`config.mk`:
```
export PLATFORM = sky130hd
export DESIGN_NAME = infix_to_postfix_converter
export DESIGN_NICKNAME = d
export VERILOG_FILES = /design/src/itp_pkg.sv /design/src/infix_to_postfix_converter.sv /design/src/itp_front.sv /design/src/itp_queue.sv /design/src/itp_back.sv
export SDC_FILE = /design/constraint.sdc
export NUM_CORES = 1
export LEC_CHECK = 0
export ABC_CLOCK_PERIOD_IN_PS = 4800
export BUFFER_PORTS_ARGS = -buffer_cell sky130_fd_sc_hd__buf_2
export CELL_PAD_IN_SITES_DETAIL_PLACEMENT = 0
export CELL_PAD_IN_SITES_GLOBAL_PLACEMENT = 1
export CORE_ASPECT_RATIO = 0.9
export CORE_UTILIZATION = 51
export DETAILED_ROUTE_END_ITERATION = 12
export PLACE_DENSITY = 0.8
export SYNTH_ARGS = -nofsm -noshare
export SYNTH_HDL_FRONTEND = slang
export SYNTH_SLANG_ARGS = --single-unit
```
`constraint.sdc`:
```
create_clock -name i_clk -period 4.8 [get_ports i_clk]
set_input_delay 0.24 -clock i_clk [delete_from_list [all_inputs] [get_ports i_clk]]
set_output_delay 0.24 -clock i_clk [all_outputs]
set_load 0.01 [all_outputs]
```
`src/itp_pkg.sv`:
```
// ----------------------------------------------------------------------------
// itp_pkg
// Shared types, codes and helpers of the infix to postfix converter.
// ----------------------------------------------------------------------------
`default_nettype none

package itp_pkg;

    // default sizes
    localparam int DEF_STACK_DEPTH = 16;
    localparam int DEF_QUEUE_DEPTH = 4;

    // field widths
    localparam int KIND_W  = 3;
    localparam int VALUE_W = 4;
    localparam int OKIND_W = 2;
    localparam int ERR_W   = 2;
    localparam int ENTRY_W = 3;
    localparam int PEND_W  = 5;

    // stack entry code for a left parenthesis
    localparam logic [ENTRY_W-1:0] PAREN_MARK = 3'd4;
    // highest valid operator code
    localparam logic [VALUE_W-1:0] OP_MAX = 4'd3;
    // saturation value of the operand counter
    localparam logic [PEND_W-1:0] PENDING_MAX = 5'd31;

    // input token kinds
    typedef enum logic [KIND_W-1:0] {
        TK_DIGIT  = 3'd0,
        TK_OP     = 3'd1,
        TK_LPAREN = 3'd2,
        TK_RPAREN = 3'd3,
        TK_END    = 3'd4
    } t_tok_kind;

    // result kinds
    typedef enum logic [OKIND_W-1:0] {
        OK_OPERAND  = 2'd0,
        OK_OPERATOR = 2'd1,
        OK_END      = 2'd2
    } t_out_kind;

    // error codes
    typedef enum logic [ERR_W-1:0] {
        ERR_NONE     = 2'd0,
        ERR_OVERFLOW = 2'd1,
        ERR_OPERAND  = 2'd2,
        ERR_PAREN    = 2'd3
    } t_err;

    // classified token between front and back
    typedef struct packed {
        t_tok_kind          kind;
        logic [VALUE_W-1:0] value;
    } t_token;

    // one result item
    typedef struct packed {
        t_out_kind          kind;
        logic [VALUE_W-1:0] value;
        logic               last;
        t_err               err;
    } t_result;

    // operator priority: plus and minus 1, times and divide 2, else 0
    function automatic logic [1:0] priority_of(input logic [ENTRY_W-1:0] code);
        logic [1:0] p;
        if (code < 3'd2) begin
            p = 2'd1;
        end else if (code < 3'd4) begin
            p = 2'd2;
        end else begin
            p = 2'd0;
        end
        return p;
    endfunction

endpackage

`default_nettype wire

```
`src/infix_to_postfix_converter.sv`:
```
// A token passes the classifier stage, the queue and the stack engine steps
// (accept, top read of the stack memory, decide); results go through the hold
// and output stages, and each operator popped from the stack repeats the top
// read and decide. The stack engine takes a new token only once it is through
// with the last one. Reset: i_rst_n is synchronous, active low; it empties
// queue and stack and clears the operand count. Stack memory is not cleared.
// ----------------------------------------------------------------------------
// infix_to_postfix_converter
// Shunting-yard converter from tokenized infix to postfix order.
// ----------------------------------------------------------------------------
`default_nettype none

module infix_to_postfix_converter
    import itp_pkg::*;
#(
    parameter int STACK_DEPTH = DEF_STACK_DEPTH,
    parameter int QUEUE_DEPTH = DEF_QUEUE_DEPTH
) (
    input  wire logic              i_clk,
    input  wire logic              i_rst_n,
    input  wire logic              i_s_tvalid,
    output logic                   o_s_tready,
    input  wire logic [7:0]        i_s_tdata,   // [3:0] token_value, [7:4] zero
    input  wire logic [KIND_W-1:0] i_s_tuser,   // [2:0] token_kind
    output logic                   o_m_tvalid,
    input  wire logic              i_m_tready,
    output logic [7:0]             o_m_tdata,   // [3:0] out_value, [5:4] error
    output logic [OKIND_W-1:0]     o_m_tuser,   // [1:0] out_kind
    output logic                   o_m_tlast
);

    logic    w_f_valid, w_f_ready;
    t_token  w_f_tok;
    logic    w_q_valid, w_q_ready;
    t_token  w_q_tok;
    t_result w_res;

    // classifier
    itp_front u_front (
        .i_clk       (i_clk),
        .i_rst_n     (i_rst_n),
        .i_tvalid    (i_s_tvalid),
        .o_tready    (o_s_tready),
        .i_kind      (i_s_tuser),
        .i_value     (i_s_tdata[VALUE_W-1:0]),
        .o_tok_valid (w_f_valid),
        .o_tok       (w_f_tok),
        .i_tok_ready (w_f_ready)
    );

    // token queue
    itp_queue #(
        .DEPTH (QUEUE_DEPTH)
    ) u_queue (
        .i_clk   (i_clk),
        .i_rst_n (i_rst_n),
        .i_valid (w_f_valid),
        .o_ready (w_f_ready),
        .i_tok   (w_f_tok),
        .o_valid (w_q_valid),
        .i_ready (w_q_ready),
        .o_tok   (w_q_tok)
    );

    // stack engine
    itp_back #(
        .STACK_DEPTH (STACK_DEPTH)
    ) u_back (
        .i_clk       (i_clk),
        .i_rst_n     (i_rst_n),
        .i_tok_valid (w_q_valid),
        .o_tok_ready (w_q_ready),
        .i_tok       (w_q_tok),
        .o_res_valid (o_m_tvalid),
        .o_res       (w_res),
        .i_res_ready (i_m_tready)
    );

    // result packing
    assign o_m_tdata = {2'b00, w_res.err, w_res.value};
    assign o_m_tuser = w_res.kind;
    assign o_m_tlast = w_res.last;

endmodule

`default_nettype wire

```
`src/itp_front.sv`:
```
// ----------------------------------------------------------------------------
// itp_front
// Accepts raw tokens, drops ignored kinds and bad operator codes, and hands
// classified tokens to the queue through a registered stage.
// ----------------------------------------------------------------------------
`default_nettype none

module itp_front
    import itp_pkg::*;
(
    input  wire logic               i_clk,
    input  wire logic               i_rst_n,
    input  wire logic               i_tvalid,
    output logic                    o_tready,
    input  wire logic [KIND_W-1:0]  i_kind,
    input  wire logic [VALUE_W-1:0] i_value,
    output logic                    o_tok_valid,
    output t_token                  o_tok,
    input  wire logic               i_tok_ready
);

    logic   r_valid;
    t_token r_tok;
    logic   w_keep;
    t_token w_tok;

    // classify the incoming token
    always_comb begin
        w_keep      = 1'b0;
        w_tok.kind  = TK_DIGIT;
        w_tok.value = i_value;
        unique case (i_kind)
            TK_DIGIT: begin
                w_keep     = 1'b1;
                w_tok.kind = TK_DIGIT;
            end
            TK_OP: begin
                w_keep     = (i_value <= OP_MAX);
                w_tok.kind = TK_OP;
            end
            TK_LPAREN: begin
                w_keep     = 1'b1;
                w_tok.kind = TK_LPAREN;
            end
            TK_RPAREN: begin
                w_keep     = 1'b1;
                w_tok.kind = TK_RPAREN;
            end
            TK_END: begin
                w_keep     = 1'b1;
                w_tok.kind = TK_END;
            end
            default: begin
                w_keep = 1'b0;
            end
        endcase
    end

    assign o_tready    = !r_valid || i_tok_ready;
    assign o_tok_valid = r_valid;
    assign o_tok       = r_tok;

    // output stage toward the queue
    always_ff @(posedge i_clk) begin
        if (!i_rst_n) begin
            r_valid <= 1'b0;
        end else if (o_tready) begin
            r_valid <= i_tvalid && w_keep;
        end
        if (o_tready) begin
            r_tok <= w_tok;
        end
    end

endmodule

`default_nettype wire

```
`src/itp_queue.sv`:
```
// ----------------------------------------------------------------------------
// itp_queue
// Short token queue that decouples the classifier from the stack engine.
// ----------------------------------------------------------------------------
`default_nettype none

module itp_queue
    import itp_pkg::*;
#(
    parameter int DEPTH = DEF_QUEUE_DEPTH
) (
    input  wire logic   i_clk,
    input  wire logic   i_rst_n,
    input  wire logic   i_valid,
    output logic        o_ready,
    input  wire t_token i_tok,
    output logic        o_valid,
    input  wire logic   i_ready,
    output t_token      o_tok
);

    localparam int IW = (DEPTH > 1) ? $clog2(DEPTH) : 1;
    localparam int CW = $clog2(DEPTH + 1);
    localparam logic [IW-1:0] LAST_IDX = IW'(DEPTH - 1);
    localparam logic [CW-1:0] FULL_CNT = CW'(DEPTH);

    t_token        r_mem [DEPTH];
    logic [IW-1:0] r_wr_ptr;
    logic [IW-1:0] r_rd_ptr;
    logic [CW-1:0] r_cnt;
    logic          w_push;
    logic          w_pop;

    assign o_ready = (r_cnt != FULL_CNT);
    assign o_valid = (r_cnt != '0);
    assign o_tok   = r_mem[r_rd_ptr];
    assign w_push  = i_valid && o_ready;
    assign w_pop   = o_valid && i_ready;

    // storage
    always_ff @(posedge i_clk) begin
        if (w_push) begin
            r_mem[r_wr_ptr] <= i_tok;
        end
    end

    // pointers and fill count
    always_ff @(posedge i_clk) begin
        if (!i_rst_n) begin
            r_wr_ptr <= '0;
            r_rd_ptr <= '0;
            r_cnt    <= '0;
        end else begin
            if (w_push) begin
                r_wr_ptr <= (r_wr_ptr == LAST_IDX) ? '0 : r_wr_ptr + 1'b1;
            end
            if (w_pop) begin
                r_rd_ptr <= (r_rd_ptr == LAST_IDX) ? '0 : r_rd_ptr + 1'b1;
            end
            if (w_push && !w_pop) begin
                r_cnt <= r_cnt + 1'b1;
            end else if (w_pop && !w_push) begin
                r_cnt <= r_cnt - 1'b1;
            end
        end
    end

endmodule

`default_nettype wire

```
`src/itp_back.sv`:
```
// ----------------------------------------------------------------------------
// itp_back
// Stack engine: runs the shunting-yard steps for one token at a time on an
// operator stack memory and sends results through a hold and output stage.
// ----------------------------------------------------------------------------
`default_nettype none

module itp_back
    import itp_pkg::*;
#(
    parameter int STACK_DEPTH = DEF_STACK_DEPTH
) (
    input  wire logic   i_clk,
    input  wire logic   i_rst_n,
    input  wire logic   i_tok_valid,
    output logic        o_tok_ready,
    input  wire t_token i_tok,
    output logic        o_res_valid,
    output t_result     o_res,
    input  wire logic   i_res_ready
);

    localparam int IW = $clog2(STACK_DEPTH);
    localparam int CW = $clog2(STACK_DEPTH + 1);
    localparam logic [CW-1:0] FULL_CNT = CW'(STACK_DEPTH);

    typedef enum logic [1:0] {
        S_IDLE,
        S_WAIT,
        S_EVAL,
        S_FLUSH
    } t_state;

    t_state              r_state, n_state;
    t_token              r_tok;
    logic [CW-1:0]       r_count, n_count;
    logic [PEND_W-1:0]   r_pending, n_pending;
    t_result             r_hold, n_hold;
    logic                r_hold_valid, n_hold_valid;
    t_result             r_out, n_out;
    logic                r_out_valid, n_out_valid;

    logic [ENTRY_W-1:0]  r_mem [STACK_DEPTH];
    logic [ENTRY_W-1:0]  r_rd_data;
    logic [CW-1:0]       w_count_m1;
    logic                w_we;
    logic [ENTRY_W-1:0]  w_wdata;

    logic                w_out_free;
    logic                w_empty;
    logic                w_top_op;
    logic                e_valid;
    logic                e_final;
    logic                e_pop;
    t_result             e_res;

    assign w_count_m1  = r_count - CW'(1);
    assign w_out_free  = !r_out_valid || i_res_ready;
    assign w_empty     = (r_count == '0);
    assign w_top_op    = !w_empty && (r_rd_data != PAREN_MARK);
    assign o_tok_ready = (r_state == S_IDLE);
    assign o_res_valid = r_out_valid;
    assign o_res       = r_out;

    // operator stack memory, top entry read every cycle
    always_ff @(posedge i_clk) begin
        if (w_we) begin
            r_mem[r_count[IW-1:0]] <= w_wdata;
        end
        r_rd_data <= r_mem[w_count_m1[IW-1:0]];
    end

    // step decision for the current token
    always_comb begin
        e_valid   = 1'b0;
        e_final   = 1'b0;
        e_pop     = 1'b0;
        e_res     = '{kind: OK_END, value: '0, last: 1'b0, err: ERR_NONE};
        w_we      = 1'b0;
        w_wdata   = PAREN_MARK;
        n_count   = r_count;
        n_pending = r_pending;
        n_state   = r_state;

        unique case (r_state)
            S_IDLE: begin
                if (i_tok_valid) begin
                    n_state = S_WAIT;
                end
            end
            S_WAIT: begin
                n_state = S_EVAL;
            end
            S_EVAL: begin
                if (w_out_free) begin
                    unique case (r_tok.kind)
                        TK_DIGIT: begin
                            if (r_pending < PENDING_MAX) begin
                                n_pending = r_pending + 1'b1;
                            end
                            e_valid = 1'b1;
                            e_final = 1'b1;
                            e_res.kind  = OK_OPERAND;
                            e_res.value = r_tok.value;
                        end
                        TK_OP: begin
                            if (w_top_op && (priority_of(r_rd_data) >=
                                    priority_of(r_tok.value[ENTRY_W-1:0]))) begin
                                e_pop = 1'b1;
                            end else if (r_count == FULL_CNT) begin
                                e_valid = 1'b1;
                                e_final = 1'b1;
                                e_res.err = ERR_OVERFLOW;
                            end else begin
                                w_we    = 1'b1;
                                w_wdata = r_tok.value[ENTRY_W-1:0];
                                n_count = r_count + 1'b1;
                                n_state = S_FLUSH;
                            end
                        end
                        TK_LPAREN: begin
                            if (r_count == FULL_CNT) begin
                                e_valid = 1'b1;
                                e_final = 1'b1;
                                e_res.err = ERR_OVERFLOW;
                            end else begin
                                w_we    = 1'b1;
                                w_wdata = PAREN_MARK;
                                n_count = r_count + 1'b1;
                                n_state = S_FLUSH;
                            end
                        end
                        TK_RPAREN: begin
                            if (w_top_op) begin
                                e_pop = 1'b1;
                            end else if (w_empty) begin
                                e_valid = 1'b1;
                                e_final = 1'b1;
                                e_res.err = ERR_PAREN;
                            end else begin
                                n_count = w_count_m1;
                                n_state = S_FLUSH;
                            end
                        end
                        TK_END: begin
                            if (w_top_op) begin
                                e_pop = 1'b1;
                            end else if (!w_empty) begin
                                e_valid = 1'b1;
                                e_final = 1'b1;
                                e_res.err = ERR_PAREN;
                            end else begin
                                e_valid = 1'b1;
                                e_final = 1'b1;
                                e_res.err = (r_pending != 5'd1) ? ERR_OPERAND : ERR_NONE;
                            end
                        end
                        default: begin
                            n_state = S_FLUSH;
                        end
                    endcase

                    // pop one operator, or fail for lack of operands
                    if (e_pop) begin
                        e_valid = 1'b1;
                        if (r_pending < 5'd2) begin
                            e_final   = 1'b1;
                            e_res.err = ERR_OPERAND;
                        end else begin
                            e_res.kind  = OK_OPERATOR;
                            e_res.value = VALUE_W'(r_rd_data);
                            n_pending   = r_pending - 1'b1;
                            n_count     = w_count_m1;
                        end
                    end

                    // end markers and errors drop the expression
                    if (e_valid && e_final && (e_res.kind == OK_END)) begin
                        n_count   = '0;
                        n_pending = '0;
                    end

                    if (e_valid) begin
                        n_state = e_final ? S_FLUSH : S_WAIT;
                    end
                end
            end
            S_FLUSH: begin
                if (!r_hold_valid || w_out_free) begin
                    n_state = S_IDLE;
                end
            end
            default: begin
                n_state = S_IDLE;
            end
        endcase
    end

    // hold and output stages
    always_comb begin
        n_hold       = r_hold;
        n_hold_valid = r_hold_valid;
        n_out        = r_out;
        n_out_valid  = r_out_valid && !i_res_ready;
        if (e_valid) begin
            if (r_hold_valid) begin
                n_out       = r_hold;
                n_out.last  = 1'b0;
                n_out_valid = 1'b1;
            end
            n_hold       = e_res;
            n_hold_valid = 1'b1;
        end else if ((r_state == S_FLUSH) && r_hold_valid && w_out_free) begin
            n_out        = r_hold;
            n_out.last   = 1'b1;
            n_out_valid  = 1'b1;
            n_hold_valid = 1'b0;
        end
    end

    // state and registered outputs
    always_ff @(posedge i_clk) begin
        if (!i_rst_n) begin
            r_state      <= S_IDLE;
            r_count      <= '0;
            r_pending    <= '0;
            r_hold_valid <= 1'b0;
            r_out_valid  <= 1'b0;
        end else begin
            r_state      <= n_state;
            r_count      <= n_count;
            r_pending    <= n_pending;
            r_hold_valid <= n_hold_valid;
            r_out_valid  <= n_out_valid;
        end
        r_hold <= n_hold;
        r_out  <= n_out;
        if ((r_state == S_IDLE) && i_tok_valid) begin
            r_tok <= i_tok;
        end
    end

endmodule

`default_nettype wire

```
==> metrics, run 1 <==
worst path required time 4840 ps; Port Buf Inserts 21; worst-margin pin slew around 900 ps; TritonRoute pass-1 iters 5; Starting Density 0.524; Layout Utilization 0.603; Num CTS Buffers 17; critical path fanouts, max 10; Worst Path Arrival between 3000 and 4000 ps; ant diodes 0; vias in the first global route about 3.7k; CTS max path bufs 2; Clock transition at path regs around 60 ps; WHS roughly 65 ps; drt total wl roughly 11000 microns; DP Area 6220 sq um; Clk network pwr share 0.401; gr ovfl total 0; Max Cap Violations 0; outcome complete, no violations; register area share after synthesis 0.617; routed vias ~3.8k; final hold viol count 0; fin crit period approximately 3600 ps; NetSw 998 uW; Clk Latency, worst-skew pair 420 ps; grt peak-use layer met2; Pint between 2000 and 3000 uW; Reg power frac 0.413; Slew headroom 0.381; crit start category register; hold path start i_s_tvalid; met2 usage 0.325; met1 Use GR 0.273; Routed WL per cell approximately 18 microns; site row count 37; RePlAce Congestion a little under 0.9; number of top-level pins 28; layout cells sized above 1 0.178; crit path from u_back.r_count[1]$_SDFFE_PN0P_; Routed Antenna Nets 0; DRC Markers 0; Max VDD drop 0.338 mV; Max Transition Viols Final 0; Max Freq around 0.28 GHz; Initial DRC Count about 230; syn avg cell area 13.4 sq um; clock root cell clkbuf_16; GRT Overall Usage 0.211; first-pass GRT wire length 18900 microns; clock sink count 132; post-CTS sizing 0; vias per cell slightly below 6; Area Overhead vs Synth 15.2%; register bit total from synthesis 132; Tot Pwr about 3600 uW; pwr dens 519 nW/um^2; static leakage about 0.0023 uW; Final Cycle Share 0.752; DP Wirelength about 7700 microns; met3 Use GR 0.0667; r2r startpoint u_back.r_count[1]$_SDFFE_PN0P_; number of H-tree levels 4; Die Area around 12000 sq um; combinational power share 0.186; Switching Fraction 0.278; Syn. warnings 0; sequential cell area approximately 3700 sq um; Fillers 929; CP Capture Type register; area of the multi-input gates between 2000 and 2500 sq um; setup violators final 0; pin count of the biggest net entering global routing 21; initial antenna violation count 0; worst min-delay path class primary input to register; Layout Skew a little over 9 ps; total core area about 11000 sq um; unrepaired setup endpoints after global routing false; die width 116 microns; Synth Flop Type edfxtp_1; die span in y about 110 microns; Mapped Area approximately 6000 sq um; CTS tree yes; count of cell types in the netlist roughly 60; nets@finish roughly 500; final instance area ~6900 sq um; Gate Count Post-Synth between 400 and 500; Setup TNS Final 0 ps; Post-synth EDFFs approximately 110; WS Path Type register to register; asr flop ratio synth 0
-- critical path: stages (launching register included) --
cell,delay (ps)
dfxtp_1,360
inv_1,140
ha_1,270
nor4b_1,690
nor2_1,120
a21oi_1,480
a2111oi_4,240
a21bo_2,280
nor2_1,640
-- final cells by class --
class / instances / share of cell area
Inverter: 14 / 0.00759
Clock buffer: 18 / 0.0619
Sequential cell: 132 / 0.536
Clock inverter: 14 / 0.0340
Multi-Input combinational cell: 278 / 0.308
Timing Repair Buffer: 28 / 0.0242
Tap cell: 156 / 0.0282
-- repair_timing --
| item | in CTS | in global routing |
|---|---|---|
| hold endpoints to repair | 4 | 0 |
| hold buffers | 4 | 0 |
| setup buffers | 0 | 0 |
| setup endpoints to repair | 0 | 0 |
-- cell usage in the layout (no fill, tap or decap), types with 3 or more instances in the layout --
| master | n |
|---|---|
| a211o_1 | 3 |
| a211oi_1 | 7 |
| a21o_1 | 3 |
| a21oi_1 | 20 |
| a221oi_1 | 3 |
| a22oi_1 | 3 |
| a311oi_1 | 3 |
| a31oi_1 | 4 |
| and2_1 | 6 |
| and3_1 | 5 |
| buf_2 | 21 |
| buf_4 | 3 |
| bufinv_16 | 6 |
| clkbuf_16 | 17 |
| clkinv_2 | 3 |
| clkinvlp_4 | 3 |
| dfxtp_1 | 25 |
| dlygate4sd3_1 | 4 |
| edfxtp_1 | 107 |
| ha_1 | 16 |
| inv_1 | 13 |
| mux2i_1 | 4 |
| mux4_2 | 22 |
| nand2_1 | 27 |
| nand2b_1 | 10 |
| nand3_1 | 8 |
| nor2_1 | 41 |
| nor2b_1 | 4 |
| nor3_1 | 16 |
| nor4_1 | 4 |
| nor4b_1 | 3 |
| o211ai_1 | 7 |
| o21ai_0 | 11 |
| o22ai_1 | 4 |
| o31ai_1 | 3 |
| or3_1 | 5 |
| xnor2_1 | 4 |
-- stage by stage --
step,setup slack (ps),instances
6_report,1190,640
5_1_grt,907,640
4_1_cts,1220,640
2_1_floorplan,1400,451
3_3_place_gp,1320,604
3_5_place_dp,1240,604
-- state kept, by name (all words and copies together) (netlist names), 5 cells and up --
signal	cells
u_front.o_tok	7
u_back.r_count	5
u_back.r_tok	7
u_back.r_hold	8
u_back.o_res	9
u_back.r_pending	5
u_queue.r_mem	28
u_back.r_mem	48
-- power by group through the flow --
stage,sequential [uW],clock (uW),combinational [uW]
CTS,1480,1460,665
global placement,1500,0,643
finish,1480,1440,669
detailed placement,1510,0,662
floorplan,1420,0,565
global route,1500,1510,746
-- layer usage --
| layer | part of all wire | wire, microns | vias up |
|---|---|---|---|
| li1 | - | - | 1776 |
| met1 | 0.45 | 5100 | 1850 |
| met2 | 0.48 | 5450 | 117 |
| met3 | 0.055 | 625 | 19 |
| met4 | 0.016 | 185 | 0 |
| met5 | 0 | 0 | - |
-- Yosys cell counts, types with 3 or more instances --
cell type	count	area, sq um
mux4_2	22	495
mux2i_1	4	40.0
o31ai_1	3	22.5
nor4_1	4	25.0
o22ai_1	4	25.0
and2_1	6	37.5
clkbuf_1	21	78.8
a22oi_1	3	22.5
nor2b_1	4	25.0
nor3_1	16	80.1
o21ai_0	11	55.1
inv_1	13	48.8
nand2_1	27	101
nor4b_1	3	26.3
nand3_1	8	40.0
a21oi_1	20	100
or3_1	5	31.3
a221oi_1	3	26.3
and3_1	5	31.3
edfxtp_1	107	3210
dfxtp_1	25	500
a21o_1	3	22.5
a311oi_1	3	26.3
nand2b_1	10	62.6
a31oi_1	4	25.0
o211ai_1	7	52.6
xnor2_1	4	35.0
a211o_1	3	26.3
nor2_1	41	154
ha_1	16	200
a211oi_1	7	52.6
-- kinds of logic after synthesis --
group                    synth area share
AO/OA/AOI/OAI                      0.0978
flip-flops                          0.617
multiplexers                       0.0890
adder cells (fa/ha/maj)            0.0366
XOR/XNOR                          0.00874
AND/OR/NAND/NOR                     0.121
buffers and inverters              0.0285
other                            0.000623
-- final timing paths --
path                                                    endpoint  slack, ps  cells after the start
worst max-delay path                   u_back.o_res[0]$_DFFE_PP_       1190                      8
worst min-delay path            u_front.o_tok_valid$_SDFFE_PN0P_         70                      3
worst max register to register         u_back.o_res[0]$_DFFE_PP_       1190                      8
worst min register to register         u_back.o_res[8]$_DFFE_PP_        420                      0
Note: power is estimated with default switching activity, not from simulation.
==> run 2: changes to the inputs <==
- ABC_AREA: default -> 1
- ABC_CLOCK_PERIOD_IN_PS: 4800 -> 3200
- CORE_UTILIZATION: 51 -> 44
- PLACE_DENSITY: 0.8 -> 0.77
- clock period: 4.8 -> 3.2 ns (I/O delays scaled with it)
==> run 2 against run 1 <==
  * Die area rose by 18%
  * Clock skew is 0.55 ps higher
  * Critical path depth unchanged
  * First-iteration DRC count rose by 55%
  * Utilization is 8.1 points lower
  * Total power grew 57%
  * Global-route usage is 2.3 points lower
  * Synthesized cell count grew 33%
  * Critical endpoint is now u_back.r_mem[14][1]$_DFFE_PP_
  * Largest power group unchanged
==> metrics, run 2 <==
Compound-Gate Fraction of Synth Area 0.108 (+0.0105); Synth top area share 0.523 (-0.0115); Synth Flop Type edfxtp_1; main combinational cell family by area after synthesis simple AND/OR/NAND/NOR gates; Area Overhead vs Synth 14.9%; vias in the first global route 4123 (+12%); asr flop ratio synth 0 (unchanged); Critical Path Max Stage Delay 890 ps (+200 ps); pwr dens 797 nW/um^2 (+54%); Top delay family on crit path simple AND/OR/NAND/NOR gates; drt total wl 12300 microns (+8.5%); Switching Fraction 0.331 (+0.0533); Max Transition Viols Final 0 (unchanged); combinational power share 0.245 (+0.059); Initial DRC Count 350 (+55%); Die Area 14500 sq um (+18%); crit-path cells inv_1, nand2_1, ha_1, nand2_1, nand3_1, nand3_2, nand2_1, nor2_1; Most flops, register u_back.r_mem; Syn. warnings 0 (unchanged); most instantiated cells after synthesis edfxtp_1, nor2_1, nand2_1; final hold viol count 0 (unchanged); first-pass GRT wire length 20500 microns (+8.5%); routed vias 4225 (+12%); XOR/XNOR share of the synthesized area 0.0142 (+0.00551); setup violators final 0 (unchanged); site row count 40 (+8.1%); commonest non-fill, non-tap cell in the layout edfxtp_1; worst path required time 3260 ps (-1580 ps); Max VDD drop 0.381 mV (+13%); Worst Path Arrival 2690 ps (-960 ps); layout cells sized above 1 0.132 (-0.0455); clock root cell clkbuf_16; Starting Density 0.455 (-0.0690); Max Freq 0.379 GHz (+37%); nets@finish 662 (+32%); CP Depth 8 (unchanged); Pint 3770 uW (+45%); Post-synth EDFFs 107 (unchanged); CTS max path bufs 2 (unchanged); critical path fanouts, max 16 (+6); mux cell area share after synthesis 0.00651 (-0.0825); reg2reg end u_back.r_mem[14][1]$_DFFE_PP_; crit start category register; gr ovfl total 0 (unchanged); r2r startpoint u_back.r_tok[2]$_DFFE_PP_; NetSw 1860 uW (+87%); Routed Antenna Nets 0 (unchanged); ant diodes 0 (unchanged); register-to-register setup slack 560 ps (-630 ps); post-CTS sizing 0 (unchanged); Reg power frac 0.398 (-0.015); DRC Markers 0 (unchanged); Num CTS Buffers 17 (unchanged); clock sink count 132 (unchanged); count of cell types in the netlist 45 (-26%); RePlAce Congestion 0.851 (-1.6%); Post-CTS Setup Inserts 0 (unchanged); number of flip-flops in the largest register 48 (unchanged); area share of fa/ha/maj cells after synthesis 0.0358 (-0.000790); Layout Cells excl Fill 811 (+27%); Buffers & Inverters on Critical Path 1 (unchanged); synth top area cells edfxtp_1, dfxtp_1, nor2_1; static leakage 0.00268 uW (+18%); pin count of the biggest net entering global routing 30 (+43%); initial antenna violation count 0 (unchanged); Clock transition at path regs 60 ps (about the same); WS Path Type register to register; outcome complete, no violations; hold_buf cts 4 (unchanged); TritonRoute pass-1 iters 4 (-1); Worst path slowest cell nor2_1; crit path from u_back.r_tok[2]$_DFFE_PP_; die span in y 114 microns (+8.7%); Max Cap Violations 0 (unchanged); Clk Latency, worst-skew pair 420 ps (about the same); simple-gate portion of the synthesized area 0.174 (+0.0525); CTS tree yes; worst min-delay path class primary input to register; Port Buf Inserts 21 (unchanged); register bit total from synthesis 132 (unchanged); Clk network pwr share 0.357 (-0.044); number of H-tree levels 4 (unchanged); placed cells 775 (+28%); die width 127 microns (+8.7%); Setup TNS Final 0 ps (unchanged); Layout Skew 9.89 ps (+0.545 ps); CP most frequent cell nand2_1; total core area 13500 sq um (+18%); worst-margin pin slew 1130 ps (+211 ps); GRT Overall Usage 0.187 (-0.0233); fin crit period 2640 ps (-971 ps); syn avg cell area 10.2 sq um (-23%); Gate Count Post-Synth 600 (+33%); Slew headroom 0.243 (-0.139); register area share after synthesis 0.604 (-0.0133); most common cell in the netlist edfxtp_1; Routed WL per cell 15.2 microns (-14%); Mapped Area 6150 sq um (+2.2%); r2r worst-path depth 8 (unchanged); Yosys top cell by area edfxtp_1; Final Cycle Share 0.824 (+0.0724); vias per cell 5.21 (-11%); unrepaired setup endpoints after global routing false; most frequent cells in the layout edfxtp_1, nor2_1, nand2_1; crit path to u_back.r_mem[14][1]$_DFFE_PP_; DP Wirelength 8540 microns (+11%); CP Capture Type register; number of top-level pins 28 (unchanged)
[run 2: routing by layer]
layer	global-route usage	part of all wire	vias to the layer above
met1	0.241	0.46	1991
met5	0	0	-
li1	-	-	2140
met3	0.0393	0.044	12
met2	0.309	0.48	82
met4	0.0803	0.012	0
[run 2: through the flow]
stage | hold WS [ps] | setup WS (ps) | utilization | instance area [sq um] | power (uW)
4_1_cts | 10.1 | 534 | 0.523 | 7070 | 5670
3_5_place_dp | 339 | 557 | 0.474 | 6400 | 3640
5_1_grt | 26.6 | 313 | 0.523 | 7070 | 5930
6_report | 31.7 | 563 | 0.523 | 7070 | 5630
2_1_floorplan | 259 | 793 | - | 6150 | 3270
3_3_place_gp | 340 | 692 | 0.474 | 6400 | 3600
[run 2: kinds of logic after synthesis]
| family | Yosys count |
|---|---|
| AOI/OAI and AO/OA | 113 |
| xor gates and xnor gates | 10 |
| adders and majority gates | 17 |
| buffers and inverters | 86 |
| DFF | 132 |
| muxes | 4 |
| other | 1 |
| and+or+nand+nor | 237 |
[run 2: layout make-up]
type	instances	area, sq um
inverters	67	254
flip-flops and latches	132	3710
well taps	168	210
fillers	1178	6450
clock inverters	15	196
clock buffers	17	425
repair buffers	29	175
multi-input cells	383	2090
[run 2: power by group through the flow]
stage                     registers, uW  clock network (uW)  logic [uW]
after floorplan                    2210                   0        1060
after global placement             2270                   0        1330
after detailed placement           2270                   0        1370
after CTS                          2240                2050        1380
after global routing               2260                2110        1560
final                              2240                2010        1380
[run 2: how the worst min path moves through the flow]
stage | to | startpoint | slack, ps | depth (start not counted)
global placement | u_front.o_tok[1]$_DFFE_PP_ | i_s_tdata[1] | 340 | 1
floorplan | u_front.o_tok[0]$_DFFE_PP_ | i_s_tdata[0] | 260 | 0
detailed placement | u_front.o_tok[1]$_DFFE_PP_ | i_s_tdata[1] | 340 | 1
global route | u_front.o_tok_valid$_SDFFE_PN0P_ | i_s_tvalid | 30 | 3
CTS | u_front.o_tok_valid$_SDFFE_PN0P_ | i_s_tvalid | 10 | 3
finish | u_front.o_tok[6]$_DFFE_PP_ | i_s_tuser[1] | 30 | 2
[run 2: worst register-to-register path, cell delays in order (launching register included)]
cell	delay, ps
edfxtp_1	430
inv_1	140
nand2_1	70
ha_1	290
nand2_1	80
nand3_1	110
nand3_2	140
nand2_1	130
nor2_1	890
==> run 3: changes to the inputs <==
- ABC_CLOCK_PERIOD_IN_PS: 3200 -> 2760
- CORE_UTILIZATION: 44 -> 49
- PLACE_DENSITY: 0.77 -> 0.81
- clock period: 3.2 -> 2.76 ns (I/O delays scaled with it)
==> run 3 against run 2 <==
  * Utilization is 5.8 points higher
  * Sequential power is 16% higher
  * Die area is 10% lower
  * First-iteration DRC count is 1.4% lower
  * Clock skew is 4.9 ps lower
==> metrics, run 3 (synthesis gave the netlist of run 2 again) <==
Port Buf Inserts 21 (unchanged); Initial DRC Count 345 (-1.4%); total core area 12100 sq um (-10%); crit start category register; gr ovfl total 0 (unchanged); DP Wirelength 8890 microns (+4.1%); Routed Antenna Nets 0 (unchanged); CTS max path bufs 2 (unchanged); TritonRoute pass-1 iters 4 (unchanged); DP Area 6420 sq um (+0.31%); site row count 38 (-5.0%); final hold viol count 0 (unchanged); layout cells sized above 1 0.133 (+0.000523); vias per cell 5.30 (+1.7%); setup violators final 0 (unchanged); first-pass GRT wire length 20500 microns (about the same); nets@finish 667 (+0.76%); GRT Overall Usage 0.211 (+0.0232); Most flops, register u_back.r_mem; Die Area 13000 sq um (-10%); worst min-delay path class primary input to register; combinational power share 0.256 (+0.011); clock root cell clkbuf_16; RePlAce Congestion 0.854 (+0.34%); static leakage 0.00268 uW (about the same); Slew headroom 0.233 (-0.00967); initial antenna violation count 0 (unchanged); Clk Latency, worst-skew pair 420 ps (about the same); worst-margin pin slew 1150 ps (+14.4 ps); Area Overhead vs Synth 14.5%; Final Cycle Share 0.933 (+0.109); critical path fanouts, max 16 (unchanged); number of flip-flops in the largest register 48 (unchanged); number of H-tree levels 4 (unchanged); Fillers 1030 (-13%); unrepaired setup endpoints after global routing false; Num CTS Buffers 17 (unchanged); routed vias 4282 (+1.3%); outcome complete, no violations; commonest non-fill, non-tap cell in the layout edfxtp_1; Max VDD drop 0.606 mV (+59%); die span in y 108 microns (-5.1%); NetSw 2090 uW (+12%); Max Freq 0.388 GHz (+2.4%); CP Capture Type register; Layout Skew 4.98 ps (-4.91 ps); Reg power frac 0.410 (+0.012); Switching Fraction 0.330 (-0.00115); clock sink count 132 (unchanged); Starting Density 0.507 (+0.0521); fin crit period 2570 ps (-62.7 ps); WS Path Type register to register; Setup TNS Final 0 ps (unchanged); die width 120 microns (-5.2%); Max Transition Viols Final 0 (unchanged); Routed WL per cell 15.7 microns (+3.4%); final instance area 7040 sq um (-0.35%); Pint 4240 uW (+13%); vias in the first global route 4047 (-1.8%); CTS tree yes; pin count of the biggest net entering global routing 30 (unchanged); Worst Path Arrival 2630 ps (-60 ps); Clock transition at path regs 60 ps (about the same); Clk network pwr share 0.335 (-0.022); Max Cap Violations 0 (unchanged); number of top-level pins 28 (unchanged); drt total wl 12700 microns (+3.0%); ant diodes 0 (unchanged); DRC Markers 0 (unchanged); pwr dens 900 nW/um^2 (+13%); worst path required time 2810 ps (-450 ps); most frequent cells in the layout edfxtp_1, nor2_1, nand2_1
run 3: cell types whose count changed in the layout (fill, tap and decap cells not counted), moves of 2 or more:
cell,before,now
buf_4,4,8
clkinv_1,1,4
clkinv_2,0,3
clkinv_4,4,1
inv_8,2,0
run 3: area by class of cell:
type | instances | area (sq um) | area share
Clock buffer | 18 | 429 | 0.0610
Tap cell | 160 | 200 | 0.0284
Multi-Input combinational cell | 383 | 2090 | 0.297
Sequential cell | 132 | 3710 | 0.527
Clock inverter | 14 | 135 | 0.0192
Inverter | 67 | 254 | 0.0361
Timing Repair Buffer | 34 | 215 | 0.0306
run 3: worst max-delay path: stages, from the launching register on:
cell and delay [ps]:
edfxtp_1 420, inv_1 120, nand2_1 60, ha_1 280
nand2_1 60, nand3_1 110, nand3_2 130, nand2_1 130
nor2_1 890
run 3: routing by layer:
metal | global-route usage | share of wire
met1 | 0.290 | 0.48
met2 | 0.330 | 0.46
met3 | 0.0512 | 0.049
met4 | 0.0652 | 0.0091
met5 | 0 | 0
run 3: power by group through the flow:
stage / combinational, uW / clock [uW] / sequential [uW]
detailed placement: 1600 / 0 / 2630
CTS: 1620 / 2160 / 2590
global placement: 1570 / 0 / 2620
global route: 1820 / 2250 / 2620
floorplan: 1230 / 0 / 2560
finish: 1620 / 2120 / 2590
run 3: path summary, 6_finish.rpt:
| check | from | cells past startpoint | slack, ps | endpoint |
|---|---|---|---|---|
| min reg2reg | u_back.r_hold[6]$_SDFFCE_PN0P_ | 0 | 410 | u_back.o_res[6]$_DFFE_PP_ |
| max | u_back.r_tok[2]$_DFFE_PP_ | 8 | 190 | u_back.r_mem[0][0]$_DFFE_PP_ |
| min | i_s_tuser[0] | 2 | 20 | u_front.o_tok[6]$_DFFE_PP_ |
| max reg2reg | u_back.r_tok[2]$_DFFE_PP_ | 8 | 190 | u_back.r_mem[0][0]$_DFFE_PP_ |
run 3: repair_timing:
action / CTS / global route
setup endpoints to repair: 0 / 16
resized for setup: 0 / 1
hold endpoints to repair: 5 / 0
hold buffers: 5 / 0
setup buffers: 0 / 0
run 3: metrics by stage:
| step | total power (uW) | hold slack (ps) | worst slack, ps | utilization | cells |
|---|---|---|---|---|---|
| final | 6330 | 16.1 | 186 | 0.581 | 808 |
| after floorplan | 3790 | 237 | 353 | - | 601 |
| after global placement | 4190 | 317 | 288 | 0.530 | 771 |
| after detailed placement | 4230 | 316 | 113 | 0.530 | 771 |
| after global routing | 6690 | 4.51 | 51.2 | 0.581 | 808 |
| after CTS | 6370 | 9.11 | 132 | 0.580 | 808 |
